File: src/sv/csp_pkg.sv
`timescale 1ns / 1ps
// ----------------------------------------------------------------------------
// csp_pkg
// Shared widths, codes and reset values for the clock-sweep page replacer.
// ----------------------------------------------------------------------------
package csp_pkg;

    localparam int PAGE_W        = 31;
    localparam int ACT_W         = 2;
    localparam int STATUS_W      = 3;
    localparam int FIDX_W        = 4;
    localparam int USAGE_W       = 3;
    localparam int CFG_IDX_W     = 1;
    localparam int CFG_DATA_W    = 5;
    localparam int FRAMES_DEFAULT = 16;

    // Request actions. The last code is not a valid action and only draws an
    // absent answer.
    localparam logic [ACT_W-1:0] ACT_FETCH   = 2'd0;
    localparam logic [ACT_W-1:0] ACT_PIN     = 2'd1;
    localparam logic [ACT_W-1:0] ACT_UNPIN   = 2'd2;
    localparam logic [ACT_W-1:0] ACT_UNKNOWN = 2'd3;

    // Result status codes.
    localparam logic [STATUS_W-1:0] ST_HIT    = 3'd0;
    localparam logic [STATUS_W-1:0] ST_LOAD   = 3'd1;
    localparam logic [STATUS_W-1:0] ST_FAIL   = 3'd2;
    localparam logic [STATUS_W-1:0] ST_PIN    = 3'd3;
    localparam logic [STATUS_W-1:0] ST_ABSENT = 3'd4;

    // Configuration register indexes.
    localparam logic [CFG_IDX_W-1:0] CFG_FRAMES_IN_USE = 1'd0;
    localparam logic [CFG_IDX_W-1:0] CFG_MAX_USAGE     = 1'd1;

    localparam logic [CFG_DATA_W-1:0] RST_FRAMES_IN_USE = 5'd16;
    localparam logic [USAGE_W-1:0]    RST_MAX_USAGE     = 3'd5;

endpackage

File: src/sv/csp_if.sv
`timescale 1ns / 1ps
// ----------------------------------------------------------------------------
// csp_req_if / csp_rsp_if
// Valid/ready channels carrying requests into and results out of the replacer.
// ----------------------------------------------------------------------------
interface csp_req_if;
    logic                         valid;
    logic                         ready;
    logic [csp_pkg::ACT_W-1:0]    action;
    logic [csp_pkg::PAGE_W-1:0]   page_id;

    modport source (output valid, output action, output page_id, input ready);
    modport sink   (input valid, input action, input page_id, output ready);
endinterface

interface csp_rsp_if;
    logic                          valid;
    logic                          ready;
    logic [csp_pkg::STATUS_W-1:0]  status;
    logic [csp_pkg::FIDX_W-1:0]    frame_index;
    logic                          evicted_valid;
    logic [csp_pkg::PAGE_W-1:0]    evicted_page;

    modport source (output valid, output status, output frame_index,
                    output evicted_valid, output evicted_page, input ready);
    modport sink   (input valid, input status, input frame_index,
                    input evicted_valid, input evicted_page, output ready);
endinterface

File: src/sv/csp_page_mem.sv
`timescale 1ns / 1ps
// ----------------------------------------------------------------------------
// csp_page_mem
// Page-id store, one write port and one read port with registered read data.
// ----------------------------------------------------------------------------
module csp_page_mem #(
    parameter int FRAMES = csp_pkg::FRAMES_DEFAULT,
    parameter int IDX_W  = 4
) (
    input  logic                       clk,
    input  logic                       we,
    input  logic [IDX_W-1:0]           waddr,
    input  logic [csp_pkg::PAGE_W-1:0] wdata,
    input  logic [IDX_W-1:0]           raddr,
    output logic [csp_pkg::PAGE_W-1:0] rdata
);

    logic [csp_pkg::PAGE_W-1:0] mem [FRAMES];
    logic [csp_pkg::PAGE_W-1:0] rdata_reg;

    always_ff @(posedge clk)
    begin
        if (we)
        begin
            mem[waddr] <= wdata;
        end
        rdata_reg <= mem[raddr];
    end

    assign rdata = rdata_reg;

endmodule

File: src/sv/clock_sweep_page_replacer.sv
`timescale 1ns / 1ps
// Steps: accept, then search the frames in order from frame 0 (stopping at a hit, or at the
// end of the pool on a miss), then on a fetch miss a sweep of at most two turns of the pool,
// then the output register.
// One request at a time; the next is taken once the previous result is in the output register.
// The page search and the sweep share one frame pointer and the single page-store read port.
// Reset clears all frame flags, usage counts and the hand; page ids are not cleared.
// ----------------------------------------------------------------------------
// clock_sweep_page_replacer
// Buffer-pool frame manager with clock-sweep victim selection.
// ----------------------------------------------------------------------------
module clock_sweep_page_replacer #(
    parameter int FRAMES = csp_pkg::FRAMES_DEFAULT
) (
    input  logic                            clk,
    input  logic                            rst_n,
    csp_req_if.sink                         req,
    csp_rsp_if.source                       rsp,
    input  logic                            cfg_we,
    input  logic [csp_pkg::CFG_IDX_W-1:0]   cfg_index,
    input  logic [csp_pkg::CFG_DATA_W-1:0]  cfg_wdata
);

    localparam int IDX_W  = (FRAMES > 1) ? $clog2(FRAMES) : 1;
    localparam int STEP_W = IDX_W + 1;
    localparam int UW     = csp_pkg::USAGE_W;

    localparam logic [1:0] S_IDLE  = 2'd0;
    localparam logic [1:0] S_LOOK  = 2'd1;
    localparam logic [1:0] S_SWEEP = 2'd2;
    localparam logic [1:0] S_DONE  = 2'd3;

    logic [1:0]                       state_reg, state_next;
    logic [csp_pkg::ACT_W-1:0]        act_reg, act_next;
    logic [csp_pkg::PAGE_W-1:0]       page_reg, page_next;
    logic [IDX_W-1:0]                 ptr_reg, ptr_next;
    logic [IDX_W-1:0]                 hand_reg, hand_next;
    logic [STEP_W-1:0]                step_reg, step_next;
    logic [csp_pkg::CFG_DATA_W-1:0]   cfg_frames_reg;
    logic [UW-1:0]                    cfg_usage_reg;

    logic                             valid_reg  [FRAMES];
    logic [UW-1:0]                    usage_reg  [FRAMES];
    logic                             pinned_reg [FRAMES];

    logic [csp_pkg::STATUS_W-1:0]     res_status_reg, res_status_next;
    logic [IDX_W-1:0]                 res_fidx_reg, res_fidx_next;
    logic                             res_ev_valid_reg, res_ev_valid_next;
    logic [csp_pkg::PAGE_W-1:0]       res_ev_page_reg, res_ev_page_next;

    logic                             out_valid_reg, out_valid_next;
    logic [csp_pkg::STATUS_W-1:0]     out_status_reg, out_status_next;
    logic [IDX_W-1:0]                 out_fidx_reg, out_fidx_next;
    logic                             out_ev_valid_reg, out_ev_valid_next;
    logic [csp_pkg::PAGE_W-1:0]       out_ev_page_reg, out_ev_page_next;

    logic [csp_pkg::PAGE_W-1:0]       rd_page;
    logic                             mem_we;
    logic                             upd_usage, upd_pin, set_valid;
    logic [UW-1:0]                    usage_new;
    logic                             pin_new;

    logic [31:0]                      last32;
    logic [IDX_W-1:0]                 pool_last;
    logic [UW-1:0]                    usage_lim;
    logic [UW:0]                      usage_inc;
    logic                             cur_valid, cur_pinned, page_match;
    logic [UW-1:0]                    cur_usage;
    logic [IDX_W-1:0]                 ptr_inc, hand_start;

    csp_page_mem #(
        .FRAMES (FRAMES),
        .IDX_W  (IDX_W)
    ) u_page_mem (
        .clk   (clk),
        .we    (mem_we),
        .waddr (ptr_reg),
        .wdata (page_reg),
        .raddr (ptr_next),
        .rdata (rd_page)
    );

    // Effective pool size minus one, with zero and oversize settings clamped.
    always_comb
    begin
        if (cfg_frames_reg == '0)
        begin
            last32 = 32'd0;
        end
        else if (32'(cfg_frames_reg) > 32'(FRAMES))
        begin
            last32 = 32'(FRAMES - 1);
        end
        else
        begin
            last32 = 32'(cfg_frames_reg) - 32'd1;
        end
    end

    assign pool_last  = last32[IDX_W-1:0];
    assign usage_lim  = (cfg_usage_reg == '0) ? UW'(1) : cfg_usage_reg;
    assign cur_valid  = valid_reg[ptr_reg];
    assign cur_pinned = pinned_reg[ptr_reg];
    assign cur_usage  = usage_reg[ptr_reg];
    assign usage_inc  = {1'b0, cur_usage} + 1'b1;
    assign page_match = cur_valid && (rd_page == page_reg);
    assign ptr_inc    = (ptr_reg == pool_last) ? '0 : IDX_W'(ptr_reg + 1'b1);
    assign hand_start = (hand_reg > pool_last) ? '0 : hand_reg;

    assign req.ready         = (state_reg == S_IDLE);
    assign rsp.valid         = out_valid_reg;
    assign rsp.status        = out_status_reg;
    assign rsp.frame_index   = csp_pkg::FIDX_W'(out_fidx_reg);
    assign rsp.evicted_valid = out_ev_valid_reg;
    assign rsp.evicted_page  = out_ev_page_reg;

    always_comb
    begin
        state_next        = state_reg;
        act_next          = act_reg;
        page_next         = page_reg;
        ptr_next          = ptr_reg;
        hand_next         = hand_reg;
        step_next         = step_reg;
        res_status_next   = res_status_reg;
        res_fidx_next     = res_fidx_reg;
        res_ev_valid_next = res_ev_valid_reg;
        res_ev_page_next  = res_ev_page_reg;
        out_valid_next    = out_valid_reg && !rsp.ready;
        out_status_next   = out_status_reg;
        out_fidx_next     = out_fidx_reg;
        out_ev_valid_next = out_ev_valid_reg;
        out_ev_page_next  = out_ev_page_reg;
        mem_we            = 1'b0;
        upd_usage         = 1'b0;
        upd_pin           = 1'b0;
        set_valid         = 1'b0;
        usage_new         = cur_usage;
        pin_new           = cur_pinned;

        unique case (state_reg)
            S_IDLE:
            begin
                ptr_next = '0;
                if (req.valid)
                begin
                    act_next   = req.action;
                    page_next  = req.page_id;
                    state_next = S_LOOK;
                end
            end

            S_LOOK:
            begin
                res_fidx_next     = '0;
                res_ev_valid_next = 1'b0;
                res_ev_page_next  = '0;
                res_status_next   = csp_pkg::ST_ABSENT;
                if (page_match)
                begin
                    state_next = S_DONE;
                    priority if (act_reg == csp_pkg::ACT_FETCH)
                    begin
                        upd_usage       = 1'b1;
                        usage_new       = (usage_inc < {1'b0, usage_lim}) ?
                                          usage_inc[UW-1:0] : usage_lim;
                        res_status_next = csp_pkg::ST_HIT;
                        res_fidx_next   = ptr_reg;
                    end
                    else if (act_reg == csp_pkg::ACT_PIN || act_reg == csp_pkg::ACT_UNPIN)
                    begin
                        upd_pin         = 1'b1;
                        pin_new         = (act_reg == csp_pkg::ACT_PIN);
                        res_status_next = csp_pkg::ST_PIN;
                    end
                    else
                    begin
                        res_status_next = csp_pkg::ST_ABSENT;
                    end
                end
                else if (ptr_reg == pool_last)
                begin
                    if (act_reg == csp_pkg::ACT_FETCH)
                    begin
                        ptr_next   = hand_start;
                        step_next  = '0;
                        state_next = S_SWEEP;
                    end
                    else
                    begin
                        state_next = S_DONE;
                    end
                end
                else
                begin
                    ptr_next = IDX_W'(ptr_reg + 1'b1);
                end
            end

            S_SWEEP:
            begin
                // The hand always moves past the frame it looks at, victim or not.
                hand_next = ptr_inc;
                if (!cur_pinned && (!cur_valid || cur_usage == '0))
                begin
                    mem_we            = 1'b1;
                    set_valid         = 1'b1;
                    upd_usage         = 1'b1;
                    usage_new         = UW'(1);
                    upd_pin           = 1'b1;
                    pin_new           = 1'b0;
                    res_status_next   = csp_pkg::ST_LOAD;
                    res_fidx_next     = ptr_reg;
                    res_ev_valid_next = cur_valid;
                    res_ev_page_next  = cur_valid ? rd_page : '0;
                    state_next        = S_DONE;
                end
                else
                begin
                    if (!cur_pinned)
                    begin
                        upd_usage = 1'b1;
                        usage_new = cur_usage - 1'b1;
                    end
                    if (step_reg == {pool_last, 1'b1})
                    begin
                        res_status_next = csp_pkg::ST_FAIL;
                        state_next      = S_DONE;
                    end
                    else
                    begin
                        step_next = step_reg + 1'b1;
                        ptr_next  = ptr_inc;
                    end
                end
            end

            S_DONE:
            begin
                ptr_next = '0;
                if (!out_valid_reg || rsp.ready)
                begin
                    out_valid_next    = 1'b1;
                    out_status_next   = res_status_reg;
                    out_fidx_next     = res_fidx_reg;
                    out_ev_valid_next = res_ev_valid_reg;
                    out_ev_page_next  = res_ev_page_reg;
                    state_next        = S_IDLE;
                end
            end

            default:
            begin
                state_next = S_IDLE;
            end
        endcase
    end

    always_ff @(posedge clk or negedge rst_n)
    begin
        if (!rst_n)
        begin
            state_reg      <= S_IDLE;
            hand_reg       <= '0;
            out_valid_reg  <= 1'b0;
            cfg_frames_reg <= csp_pkg::RST_FRAMES_IN_USE;
            cfg_usage_reg  <= csp_pkg::RST_MAX_USAGE;
            for (int i = 0; i < FRAMES; i++)
            begin
                valid_reg[i]  <= 1'b0;
                usage_reg[i]  <= '0;
                pinned_reg[i] <= 1'b0;
            end
        end
        else
        begin
            state_reg     <= state_next;
            hand_reg      <= hand_next;
            out_valid_reg <= out_valid_next;
            if (cfg_we)
            begin
                if (cfg_index == csp_pkg::CFG_FRAMES_IN_USE)
                begin
                    cfg_frames_reg <= cfg_wdata;
                end
                else
                begin
                    cfg_usage_reg <= cfg_wdata[UW-1:0];
                end
            end
            if (set_valid)
            begin
                valid_reg[ptr_reg] <= 1'b1;
            end
            if (upd_usage)
            begin
                usage_reg[ptr_reg] <= usage_new;
            end
            if (upd_pin)
            begin
                pinned_reg[ptr_reg] <= pin_new;
            end
        end
    end

    always_ff @(posedge clk)
    begin
        act_reg          <= act_next;
        page_reg         <= page_next;
        ptr_reg          <= ptr_next;
        step_reg         <= step_next;
        res_status_reg   <= res_status_next;
        res_fidx_reg     <= res_fidx_next;
        res_ev_valid_reg <= res_ev_valid_next;
        res_ev_page_reg  <= res_ev_page_next;
        out_status_reg   <= out_status_next;
        out_fidx_reg     <= out_fidx_next;
        out_ev_valid_reg <= out_ev_valid_next;
        out_ev_page_reg  <= out_ev_page_next;
    end

endmodule

File: src/flat_wrapper.sv
// flat-port wrapper written by rule: the top's interface ports become plain ports
module clock_sweep_page_replacer_flat 
#(
    parameter int FRAMES = csp_pkg::FRAMES_DEFAULT
)
  (clk, rst_n, cfg_we, cfg_index, cfg_wdata, req_valid, req_action, req_page_id, req_ready, rsp_valid, rsp_status, rsp_frame_index, rsp_evicted_valid, rsp_evicted_page, rsp_ready);
  csp_req_if req_i ();
  csp_rsp_if rsp_i ();
  input  logic clk;
  input  logic rst_n;
  input  logic cfg_we;
  input  logic [csp_pkg::CFG_IDX_W-1:0] cfg_index;
  input  logic [csp_pkg::CFG_DATA_W-1:0] cfg_wdata;
  input wire logic [$bits(req_i.valid)-1:0] req_valid;
  input wire logic [$bits(req_i.action)-1:0] req_action;
  input wire logic [$bits(req_i.page_id)-1:0] req_page_id;
  output wire logic [$bits(req_i.ready)-1:0] req_ready;
  output wire logic [$bits(rsp_i.valid)-1:0] rsp_valid;
  output wire logic [$bits(rsp_i.status)-1:0] rsp_status;
  output wire logic [$bits(rsp_i.frame_index)-1:0] rsp_frame_index;
  output wire logic [$bits(rsp_i.evicted_valid)-1:0] rsp_evicted_valid;
  output wire logic [$bits(rsp_i.evicted_page)-1:0] rsp_evicted_page;
  input wire logic [$bits(rsp_i.ready)-1:0] rsp_ready;
  assign req_i.valid = req_valid;
  assign req_i.action = req_action;
  assign req_i.page_id = req_page_id;
  assign req_ready = req_i.ready;
  assign rsp_valid = rsp_i.valid;
  assign rsp_status = rsp_i.status;
  assign rsp_frame_index = rsp_i.frame_index;
  assign rsp_evicted_valid = rsp_i.evicted_valid;
  assign rsp_evicted_page = rsp_i.evicted_page;
  assign rsp_i.ready = rsp_ready;
  clock_sweep_page_replacer #(.FRAMES(FRAMES)) u_core (.clk(clk), .rst_n(rst_n), .req(req_i), .rsp(rsp_i), .cfg_we(cfg_we), .cfg_index(cfg_index), .cfg_wdata(cfg_wdata));
endmodule
File: config.mk
export PLATFORM = sky130hd
export DESIGN_NAME = clock_sweep_page_replacer_flat
export DESIGN_NICKNAME = d
export VERILOG_FILES = /design/src/sv/csp_pkg.sv /design/src/sv/csp_if.sv /design/src/sv/csp_page_mem.sv /design/src/sv/clock_sweep_page_replacer.sv /design/src/flat_wrapper.sv
export SDC_FILE = /design/constraint.sdc
export NUM_CORES = 1
export LEC_CHECK = 0
export BUFFER_PORTS_ARGS = -buffer_cell sky130_fd_sc_hd__buf_2
export CAP_MARGIN = 30
export CORE_MARGIN = 2
export CORE_UTILIZATION = 50
export CTS_CLUSTER_DIAMETER = 150
export DETAILED_ROUTE_END_ITERATION = 8
export PLACE_DENSITY = 0.66
export SYNTH_ARGS = -nofsm -noshare
export SYNTH_HDL_FRONTEND = slang
export SYNTH_SLANG_ARGS = --single-unit
File: constraint.sdc
create_clock -name clk -period 10.5 [get_ports clk]
set_clock_uncertainty 0.1 [all_clocks]
set_input_delay 3.15 -clock clk [delete_from_list [all_inputs] [get_ports clk]]
set_output_delay 3.15 -clock clk [all_outputs]
set_load 0.02 [all_outputs]
==> impl_metrics.ini, run 1 <==
[outcome]
status = complete, no violations

[setup_path]
crit_type = reg -> reg
cp.required_ns = 10.90
end_kind = flip-flop
r2r_end = u_core.u_page_mem.rdata[12]
path_max_fanout = 50
ff2ff_setup_slack_ns = 4.50
crit_path_start_kind = flip-flop
r2r.worst_path.cells = 13
r2r_start = u_core.ptr_reg[1]
cp.arrival_ns = 6.41

[clocking]
cts_tree = yes
cts_hold_buffers = 0
cts_setup_buffers = 0
cts_made_buffers = 76
clkLatencyLatePin_ns = 0.64
clock-root-buffer = clkbuf_16
cts_resized = 0
clk_pin_slew_ns = 0.06
cts_num_sinks = 742
clk_path_buf_depth = 3
cts.htree.levels = 3

[synth]
ys_ff_latch = 742
syn_area_sq_um = 30000
synth_seq_area_share_pct = 71.5
synth-edff-count = 612
synth_cell_types = 73
syn_area_per_cell_sq_um = 17.3
synthCells = 1734
synth_ff_type = edfxtp_1
yosys_warnings = 0
syn_nets = 1800
synthArstFlopShare_pct = 12.8

[cells_and_area]
fin_nets = 1911
num_antenna_cells = 0
drive_above_1_share_pct = 28.6
final_cells = 2680
area_growth_pct = 13.0
largest_reg_flops = 496
utilization_pct = 57.4

[sta]
post-route-min-period_ns = 6.00
drv_slew = 0
slew_headroom_pct = 34.5
rsz0062_at_grt = false
timing.final.crit_share_pct = 57.2
max_freq_mhz = 167
fin_hold_ws_ns = 0.313
tightest_slew_ns = 0.981
setup_tns_ns = 0
setup_viol_count_final = 0
finalHoldViolations = 0

[hold_path]
holdPathEnd = u_core.rsp.evicted_page[13]
hp-class = reg -> reg
hold_path_depth = 0
hp-start = u_core.res_ev_page_reg[13]

[routing]
wirelength_mm = 68.8
wl_per_cell_microns = 25.7
via_per_inst = 5.79
vias = 15500
first_pass_iters = 5
post-route-drc-count = 0
drtAntennaViolNets = 0
drt_iter0_markers = 1446

[placement]
portBuffers = 84
gp_congestion = 0.793
hpwl_mm = 36.3
dp.cells = 2540

[floorplanning]
initial_core_util_pct = 50.7
fp-row-count = 89
dieArea_sq_um = 62000
ios = 85
die_y_microns = 249
die_w_microns = 249
fp.coreArea_sq_um = 59100

[power_and_ir_drop]
p_leak_nw = 11.6
ir_worst_vdd_mv = 0.126
power_density_nw_per_um2 = 250

[global_route]
grt_pass1_vias = 16000
overflow = 0
grtUsageTotal_pct = 22.4
grt_first_pass_wirelength_mm = 103
grt_start_max_net_pins = 129
antenna_found_initial = 1

[job]
cap_violations = 0
## cells in the final DEF (no fill, tap or decap), drive strengths merged, types with 7 or more instances in the layout
| master | instances |
|---|---|
| mux2i | 167 |
| xor2 | 34 |
| nand2b | 7 |
| mux2 | 169 |
| o21ai | 16 |
| or2 | 20 |
| a21oi | 10 |
| mux4 | 20 |
| edfxtp | 612 |
| o22ai | 36 |
| clkbuf | 101 |
| clkinv | 26 |
| ha | 22 |
| and2 | 39 |
| dfxtp | 35 |
| nand3 | 17 |
| nor2b | 15 |
| buf | 122 |
| a22o | 62 |
| dfrtp | 92 |
| o2bb2ai | 32 |
| nand2 | 39 |
| nor3 | 8 |
| inv | 29 |
| nor2 | 68 |
| nor4 | 39 |
## power by group
group / switching (W) / total, W / internal (W)
sequential: 0.000247 / 0.00393 / 0.00368
clock: 0.00113 / 0.00271 / 0.00157
combinational: 0.00115 / 0.00183 / 0.000677
total: 0.00253 / 0.00847 / 0.00593
## per-layer routing
metal,GRT usage [%],part of all wire [%]
met1,31.5,44
met3,3.02,5.4
met2,36.5,49
met5,0,0.017
met4,7.06,2.2
## cell usage after synthesis (3+ instances only)
master,instances,area [sq um]
edfxtp_1,612,18400
mux2_2,169,1900
mux2i_1,167,1670
dfrtp_1,92,2300
nor2_1,68,255
a22o_1,62,543
and2_1,39,244
nand2_1,39,146
clkbuf_1,36,135
o22ai_1,36,225
dfxtp_1,35,701
buf_2,34,170
xor2_1,34,298
nor4_2,30,375
o2bb2ai_2,30,450
inv_1,24,90.1
ha_1,22,275
mux4_2,20,450
or2_2,18,113
nand3_1,17,85.1
o21ai_0,15,75.1
nor2b_1,14,87.6
a21oi_1,10,50.1
buf_4,10,75.1
nor4_1,9,56.3
buf_6,8,90.1
nand2b_1,7,43.8
xnor2_1,6,52.6
a31oi_1,4,25.0
nor3_1,4,20.0
a21o_1,3,22.5
a22oi_1,3,22.5
dfstp_2,3,78.8
nand3b_1,3,22.5
nand4_1,3,18.8
nor3_2,3,30.0
o21bai_1,3,22.5
## per-stage QoR
step	area, sq um	power (W)	worst slack (ns)
after CTS	33900	0.00854	4.50
after detailed placement	31400	0.00583	4.54
after global placement	31400	0.00578	4.69
after floorplan	30000	0.00516	5.53
final	33900	0.00847	4.50
after global routing	33900	0.00881	4.09
## area by class of cell
class / count / area (sq um)
Multi-Input combinational cell: 879 / 8170
Sequential cell: 742 / 21500
Timing Repair Buffer: 122 / 721
Inverter: 24 / 90.1
Fill cell: 4412 / 25200
Clock inverter: 39 / 409
Clock buffer: 101 / 2110
Tap cell: 773 / 967
## worst max-delay path by stage
stage,startpoint,to
after global placement,u_core.ptr_reg[0],u_core.u_page_mem.rdata[1]
after global routing,u_core.ptr_reg[0],u_core.u_page_mem.rdata[29]
final,u_core.ptr_reg[1],u_core.u_page_mem.rdata[12]
after floorplan,u_core.ptr_reg[0],u_core.u_page_mem.mem[15][0]
after detailed placement,u_core.ptr_reg[0],u_core.u_page_mem.rdata[29]
after CTS,u_core.ptr_reg[0],u_core.u_page_mem.rdata[12]
## critical path, cell delays in order (launching register included)
cell and delay [ns]:
dfxtp_1 0.96, mux4_2 0.37, mux4_2 0.35, inv_1 0.10, ha_1 0.19, ha_1 0.20
o31ai_1 0.38, nor2b_1 0.49, or4b_1 0.48, nand3b_1 0.72, buf_4 0.75, mux2_2 0.41
o22ai_1 0.21, nor4_2 0.08
## kinds of logic (layout without fill, tap and decap cells)
kind of cell	after synthesis	in the layout	synth area share, %
fa+ha+maj	23	23	0.963
simple gates	270	270	5.47
flops	742	742	71.5
mux	356	356	13.4
xor+xnor	40	40	1.17
buf+inv	113	286	1.88
compound gates	190	190	5.59
(Power assumes the default switching activity.)
==> inputs of run 2 (changes only) <==
==> constraint.sdc (replaced) <==
create_clock -name clk -period 5.75 [get_ports clk]
set_clock_uncertainty 0.1 [all_clocks]
set_input_delay 1.725 -clock clk [delete_from_list [all_inputs] [get_ports clk]]
set_output_delay 1.725 -clock clk [all_outputs]
set_load 0.02 [all_outputs]
==> impl_metrics.ini, run 2 (synthesis results as in run 1) <==
[power_and_ir_drop]
p_leak_nw = 11.7
ir_worst_vdd_mv = 0.334
power_density_nw_per_um2 = 453

[global_route]
grtUsageTotal_pct = 21.9
overflow = 0
grt_first_pass_wirelength_mm = 101
grt_start_max_net_pins = 81
antenna_found_initial = 1
grt_pass1_vias = 16100

[sta]
post-route-min-period_ns = 5.26
drv_slew = 0
max_freq_mhz = 190
finalHoldViolations = 0
slew_headroom_pct = 33.0
setup_ws_ns = 0.491
fin_hold_ws_ns = 0.312
tightest_slew_ns = 1.01
setup_viol_count_final = 0
setup_tns_ns = 0
rsz0062_at_grt = false
timing.final.crit_share_pct = 91.5

[clocking]
cts_tree = yes
cts_setup_buffers = 0
clk_path_buf_depth = 3
cts_num_sinks = 742
clk_pin_slew_ns = 0.06
cts_hold_buffers = 0
clock-root-buffer = clkbuf_16
cts_made_buffers = 77
cts.htree.levels = 3
clkLatencyLatePin_ns = 0.62
cts_resized = 0

[setup_path]
end_kind = flip-flop
crit_path_start_kind = flip-flop
path_delay_family = simple AND/OR/NAND/NOR gates
path_max_fanout = 20
path_buf_inv = 3
r2r.worst_path.cells = 14
path_cells = mux4_2 > mux4_2 > inv_1 > ha_1 > ha_1 > o31ai_1 > nor2b_1 > mux2i_1 > a2bb2oi_1 > inv_1 > and3_2 > buf_12 > o2bb2ai_2 > nor4_2
crit_type = reg -> reg
r2r_start = u_core.ptr_reg[0]
ff2ff_setup_slack_ns = 0.49
cp.required_ns = 6.17
cp.arrival_ns = 5.68
slowest_stage = dfxtp_2
cpPeakStageDelay_ns = 0.78
r2r_end = u_core.u_page_mem.rdata[4]

[hold_path]
hold_path_depth = 0
hp-start = u_core.res_ev_page_reg[23]
hp-class = reg -> reg
holdPathEnd = u_core.rsp.evicted_page[23]

[routing]
post-route-drc-count = 0
drtAntennaViolNets = 0
via_per_inst = 5.83
wl_per_cell_microns = 25.1
wirelength_mm = 67.5
first_pass_iters = 7
vias = 15700
drt_iter0_markers = 1332

[floorplanning]
die_w_microns = 249
fp.coreArea_sq_um = 59100
initial_core_util_pct = 50.7
ios = 85
fp-row-count = 89
dieArea_sq_um = 62000
die_y_microns = 249

[cells_and_area]
area_growth_pct = 13.6
fin_nets = 1922
mostFrequentLayoutCells = edfxtp_1 (612), mux2_2 (169), mux2i_1 (167)
fillers = 4413
layout_commonest_cell = edfxtp_1
drive_above_1_share_pct = 28.9
largest_reg_flops = 496
utilization_pct = 57.7

[placement]
hpwl_mm = 37.8
pre_cts_ws_ns = 0.526
portBuffers = 84
gp_congestion = 0.826

[job]
cap_violations = 0

[outcome]
status = complete, no violations
-- run 2: layout make-up --
class	count	area (sq um)	area share (%)
Sequential cell	742	21500	63.0
Multi-Input combinational cell	879	8160	23.9
Tap cell	773	967	2.84
Inverter	24	90.1	0.264
Antenna cell	1	2.50	0.00734
Clock inverter	31	287	0.840
Timing Repair Buffer	132	896	2.63
Clock buffer	111	2230	6.54
-- run 2: worst max path at each step --
| stage | endpoint | slack [ns] | depth (start not counted) | from |
|---|---|---|---|---|
| after floorplan | u_core.u_page_mem.mem[15][0] | 0.78 | 13 | u_core.ptr_reg[0] |
| after global placement | u_core.u_page_mem.rdata[3] | 0.68 | 14 | u_core.ptr_reg[0] |
| after detailed placement | u_core.u_page_mem.rdata[9] | 0.53 | 14 | u_core.ptr_reg[0] |
| after CTS | u_core.u_page_mem.rdata[4] | 0.50 | 14 | u_core.ptr_reg[0] |
| after global routing | u_core.u_page_mem.rdata[3] | 0.1 | 14 | u_core.ptr_reg[0] |
| final | u_core.u_page_mem.rdata[4] | 0.49 | 14 | u_core.ptr_reg[0] |
-- run 2: per-layer routing --
metal	routed length, microns	GRT usage, %
met5	0	0
met4	1270	5.70
met2	32800	35.6
met3	3710	3.53
met1	29700	30.8
-- run 2: through the flow --
step	total power, W	cell area, sq um	instances
global placement	0.0105	31600	2549
floorplan	0.00942	30000	1734
finish	0.0154	34100	2693
detailed placement	0.0106	31600	2550
global route	0.0161	34100	2692
CTS	0.0156	34100	2692
-- run 2: report_power, final --
part / internal [W] / total [W] / switching [W]
logic: 0.00125 / 0.00338 / 0.00213
registers: 0.00673 / 0.00714 / 0.000416
clock network: 0.00289 / 0.00491 / 0.00202
-- run 2: worst register-to-register path: stages, from the launching register on --
cell	delay (ns)
dfxtp_2	0.78
mux4_2	0.37
mux4_2	0.34
inv_1	0.09
ha_1	0.19
ha_1	0.23
o31ai_1	0.30
nor2b_1	0.49
mux2i_1	0.24
a2bb2oi_1	0.52
inv_1	0.26
and3_2	0.54
buf_12	0.31
o2bb2ai_2	0.14
nor4_2	0.27
